File: src/sv/tbvc_pkg.sv
// shared types, constants and quantiser functions of the ternary block vote classifier
package tbvc_pkg;

	localparam int PIX_W      = 8;
	localparam int SIG_W      = 5;
	localparam int SIG_COUNT  = 27;
	localparam int SIG_BLANK  = 13;
	localparam int ACTION_W   = 2;
	localparam int BLOCK_W    = 15;
	localparam int KNOT_IN_W  = 9;
	localparam int LABEL_W    = 4;
	localparam int PRED_W     = 4;
	localparam int SCORE_W    = 32;
	localparam int CFG_IDX_W  = 2;
	localparam int CFG_DATA_W = 8;

	localparam logic [CFG_DATA_W-1:0] LOW_THR_RESET  = 8'd85;
	localparam logic [CFG_DATA_W-1:0] HIGH_THR_RESET = 8'd170;

	localparam logic [CFG_IDX_W-1:0] REG_LOW_THR  = 2'd0;
	localparam logic [CFG_IDX_W-1:0] REG_HIGH_THR = 2'd1;

	typedef enum logic [ACTION_W-1:0] {
		ACT_LOAD     = 2'd0,
		ACT_TRAIN    = 2'd1,
		ACT_CLASSIFY = 2'd2
	} action_t;

	typedef enum logic [6:0] {
		ST_CLEAR = 7'b0000001,
		ST_IDLE  = 7'b0000010,
		ST_KNOT  = 7'b0000100,
		ST_MOD   = 7'b0001000,
		ST_SCAN0 = 7'b0010000,
		ST_SCAN  = 7'b0100000,
		ST_EMIT  = 7'b1000000
	} state_t;

	typedef struct packed {
		logic rd;
		logic wr;
	} mem_cmd_t;

	typedef struct packed {
		logic add;
		logic start;
		logic clear;
	} vote_cmd_t;

	// ternary level plus one: 2 above high, 0 below low, else 1
	function automatic logic [1:0] trit_of(input logic [PIX_W-1:0] pix,
			input logic [PIX_W-1:0] lo, input logic [PIX_W-1:0] hi);
		logic [1:0] t;
		if (pix > hi) t = 2'd2;
		else if (pix < lo) t = 2'd0;
		else t = 2'd1;
		return t;
	endfunction

	// base-3 signature of three pixels, one of 27 values
	function automatic logic [SIG_W-1:0] sig_of(input logic [PIX_W-1:0] a,
			input logic [PIX_W-1:0] b, input logic [PIX_W-1:0] c,
			input logic [PIX_W-1:0] lo, input logic [PIX_W-1:0] hi);
		logic [SIG_W-1:0] ta;
		logic [SIG_W-1:0] tb;
		logic [SIG_W-1:0] tc;
		ta = SIG_W'(trit_of(a, lo, hi));
		tb = SIG_W'(trit_of(b, lo, hi));
		tc = SIG_W'(trit_of(c, lo, hi));
		return SIG_W'(ta * 5'd9 + tb * 5'd3 + tc);
	endfunction

endpackage

File: src/sv/tbvc_vote.sv
// vote accumulators with a sequential argmax scan
module tbvc_vote #(
	parameter int CLASS_COUNT = 10,
	parameter int COUNT_BITS = 32,
	localparam int CLS_W = $clog2(CLASS_COUNT),
	localparam int ROW_W = CLASS_COUNT * COUNT_BITS
) (
	input  logic                clk,
	input  logic                arst_n,
	input  tbvc_pkg::vote_cmd_t cmd,
	input  logic [ROW_W-1:0]    row,
	output logic                done,
	output logic [CLS_W-1:0]    best_idx,
	output logic [COUNT_BITS-1:0] best_val
);
	import tbvc_pkg::*;

	logic [COUNT_BITS-1:0] acc_q [CLASS_COUNT];
	logic [CLS_W-1:0]      idx_q;
	logic                  busy_q;
	logic                  done_q;
	logic [CLS_W-1:0]      best_idx_q;
	logic [COUNT_BITS-1:0] best_val_q;
	logic [COUNT_BITS-1:0] cur;

	assign cur = acc_q[idx_q];

	always_ff @(posedge clk or negedge arst_n) begin
		if (!arst_n) begin
			for (int c = 0; c < CLASS_COUNT; c++) begin
				acc_q[c] <= '0;
			end
		end else if (cmd.clear) begin
			for (int c = 0; c < CLASS_COUNT; c++) begin
				acc_q[c] <= '0;
			end
		end else if (cmd.add) begin
			for (int c = 0; c < CLASS_COUNT; c++) begin
				acc_q[c] <= acc_q[c] + row[c*COUNT_BITS +: COUNT_BITS];
			end
		end
	end

	always_ff @(posedge clk or negedge arst_n) begin
		if (!arst_n) begin
			idx_q  <= '0;
			busy_q <= 1'b0;
			done_q <= 1'b0;
		end else if (cmd.start) begin
			idx_q  <= CLS_W'(1);
			busy_q <= 1'b1;
			done_q <= 1'b0;
		end else if (busy_q) begin
			if (idx_q == CLS_W'(CLASS_COUNT - 1)) begin
				busy_q <= 1'b0;
				done_q <= 1'b1;
			end else begin
				idx_q <= idx_q + CLS_W'(1);
			end
		end else begin
			done_q <= 1'b0;
		end
	end

	// strict compare keeps the lowest class on ties
	always_ff @(posedge clk) begin
		if (cmd.start) begin
			best_idx_q <= '0;
			best_val_q <= acc_q[0];
		end else if (busy_q && (cur > best_val_q)) begin
			best_idx_q <= idx_q;
			best_val_q <= cur;
		end
	end

	assign done     = done_q;
	assign best_idx = best_idx_q;
	assign best_val = best_val_q;

endmodule

File: config.mk
export PLATFORM = sky130hd
export DESIGN_NAME = tbvc_vote
export DESIGN_NICKNAME = d
export VERILOG_FILES = /design/src/sv/tbvc_pkg.sv /design/src/sv/tbvc_vote.sv
export SDC_FILE = /design/constraint.sdc
export NUM_CORES = 1
export LEC_CHECK = 0
export BUFFER_PORTS_ARGS = -buffer_cell sky130_fd_sc_hd__buf_4
export CORE_MARGIN = 5
export CORE_UTILIZATION = 60
export DETAILED_ROUTE_END_ITERATION = 12
export GPL_ROUTABILITY_DRIVEN = 0
export MAX_ROUTING_LAYER = met4
export PLACE_DENSITY = 0.81
export SLEW_MARGIN = 20
export SYNTH_ARGS = -nofsm -noshare
export SYNTH_HDL_FRONTEND = slang
export SYNTH_SLANG_ARGS = --single-unit
File: constraint.sdc
create_clock -name clk -period 6 [get_ports clk]
set_input_delay 0.6 -clock clk [delete_from_list [all_inputs] [get_ports clk]]
set_output_delay 0.6 -clock clk [all_outputs]
set_load 0.05 [all_outputs]
==> flow_summary.yaml <==
final_layout:
  nets: 4493
  regArea_um2: 9210
  mostFrequentLayoutCells: "buf_4, nor2_1, ha_1"
  area_growth_syn_to_layout_pct: 14.9
  drive_gt1_share_pct: 15.7
  final_common_cell: "buf_4"
  multi_input_area_um2: 22000
  nFillCells: 4022
clock_network:
  cts-resized-gates: 0
  clkLatencyLatePin_ns: 0.58
  cts_max_level: 2
  cts_tree: "done"
  clkSinkCount: 362
  cts_buffers: 43
  postCtsHoldBufs: 0
  cts_setup_buffers: 0
  cts_buffer_depth: 3
  clk_pin_slew_ns: 0.06
  cts-root-buf: "clkbuf_16"
floorplanning:
  ios: 362
  die_h_um: 241
  rows: 84
  initial_core_util_pct: 60.8
  die_w_um: 241
  dieArea_um2: 58200
  core_um2: 52800
drt:
  antenna_left: 0
  firstDrtPassIters: 8
  wirelength_um: 98700
  wl_per_cell_um: 21.7
  route.vias.total: 29037
  drt_iter0_drc: 2404
  avgViaCountPerCell: 6.40
  drc_errors: 0
timing:
  fmax_mhz: 217
  rsz0062_at_grt: "no"
  finalClockSkew_ns: 0.0322
  slew_viol_final: 0
  setup_tns_ns: 0
  period_share_pct: 76.8
  hold_ws_ns: 0.0107
  max_slew.worst_pin.slew_ns: 1.12
  setup_viol: 0
  hold_viol: 0
  max-slew-margin-rel_pct: 25.2
  fin_crit_ns: 4.61
worst_setup_path:
  worst_setup_path_end_kind: "register"
  crit_required_ns: 6.18
  cp_max_fo: 32
  critPathArrivalTime_ns: 4.79
  critical_path_class: "register to register"
  slowest_stage: "dfrtp_4"
  cpLargestDelayFamily: "simple AND/OR/NAND/NOR gates"
  worstSetupStartpointType: "register"
  path_cells: "buf_4 > mux4_2 > mux2i_1 > o22ai_1 > ha_1 > nand3_1 > nor3_1 > nand2_1 > o21ai_0 > and3_1 > or2_2"
  cp_num_buf_inv: 1
  slowest_delay_ns: 0.73
logic_synthesis:
  synth_cells: 3528
  synth_nets: 4207
  synth-edff-count: 32
  synthesis.area_um2: 32100
  synth_cell_types: 90
  synthArstFlopShare_pct: 90.1
  synthFlopType: "dfrtp_1"
  synth_seq_cells: 362
  seq_area_frac_synth_pct: 28.7
  syn_area_per_cell_um2: 9.09
  yosysWarnings: 0
grt:
  antenna_found_initial: 3
  grt_max_degree: 142
  overflow: 0
  grt_pass1_vias: 27978
  grt_pass1_wl_um: 151000
  track_usage_pct: 33.8
outcome:
  status: "finished, final reports clean"
job:
  cap_violations: 0
power:
  total_power_mw: 12.2
  ir_drop_mv: 0.202
  p_per_area_nw_per_um2: 331
  p_leak_nw: 18.2
min_path:
  hp-class: "primary input to async pin"
placed_design:
  hpwl_um: 75600
  port_buffers: 361
## kinds of logic after synthesis
family,count (synthesis),share of synthesized area (%)
xor gates and xnor gates,262,7.15
AOI/OAI and AO/OA,1063,21.4
and+or+nand+nor,936,13.3
adders and majority gates,354,14.0
buffers and inverters,232,2.76
DFF,362,28.7
muxes,319,12.6
## worst reg2reg max path, cell delays in order (launching register included)
cell     delay [ns]
dfrtp_4        0.73
buf_4          0.36
mux4_2         0.57
mux2i_1        0.26
o22ai_1        0.17
ha_1           0.33
nand3_1        0.11
nor3_1         0.42
nand2_1        0.09
o21ai_0        0.15
and3_1         0.32
or2_2          0.67
## flip-flops by register name (all words and copies together) (netlist names)
name	flops
acc_q	320
busy_q	1
done	1
best_idx	4
best_val	32
idx_q	4
## synthesized netlist by cell type (43+ instances only)
cell type / count / area share, %
xnor2_1: 147 / 4.0
nand3_1: 55 / 0.86
mux2i_1: 222 / 6.9
nor2_1: 366 / 4.3
a21oi_1: 297 / 4.6
xor2_1: 115 / 3.1
mux4_2: 64 / 4.5
nand2b_1: 44 / 0.86
a21o_1: 164 / 3.8
dfrtp_1: 326 / 25
o21ai_1: 61 / 0.95
ha_1: 344 / 13
o22ai_1: 43 / 0.84
a211oi_1: 64 / 1.5
inv_1: 84 / 0.98
o21ai_0: 166 / 2.6
clkbuf_1: 114 / 1.3
nand2_1: 259 / 3.0
## final timing paths
kind | from | endpoint | slack, ns | depth (start not counted)
worst min register to register | done | done | 0.51 | 2
max in group asynchronous | arst_n | acc_q[287] | 4.56 | 2
min in group clk | row[128] | acc_q[160] | 0.39 | 4
worst max register to register | idx_q[0] | best_val[2] | 1.39 | 11
worst min-delay path | arst_n | acc_q[36] | 0.01 | 1
worst max-delay path | idx_q[0] | best_val[2] | 1.39 | 11
## report_power, final
| part | leakage [nW] | internal (mW) | switching, mW |
|---|---|---|---|
| Clock | 0.743 | 1.74 | 1.10 |
| Combinational | 12.7 | 2.48 | 3.29 |
| Sequential | 4.68 | 2.99 | 0.588 |
## stage by stage
stage,setup slack [ns],cells,area (um^2),utilization (%)
after floorplan,1.74,3528,32100,-
after global placement,1.55,4457,35400,67.0
after detailed placement,1.45,4457,35400,67.0
after CTS,1.41,4535,36900,69.9
after global routing,1.08,4538,36900,69.9
final,1.39,4538,36900,69.9
## cell type report
class / instances / area share [%]
inverter: 85 / 0.865
clock inverter: 21 / 0.750
antenna: 3 / 0.0204
sequential: 362 / 25.0
timing repair buffer: 388 / 8.03
multi-input combinational: 2934 / 59.7
tap: 688 / 2.33
clock buffer: 57 / 3.34
## metal layers
| layer | wire (um) | GRT usage, % | share of wire, % | vias up |
|---|---|---|---|---|
| li1 | - | - | - | 13691 |
| met1 | 40300 | 45.8 | 41 | 13781 |
| met2 | 44400 | 52.2 | 45 | 1307 |
| met3 | 9300 | 4.43 | 9.4 | 258 |
| met4 | 4630 | 13.5 | 4.7 | 0 |
| met5 | 0 | - | 0 | - |
No activity file was read; power rests on OpenSTA's default activity.
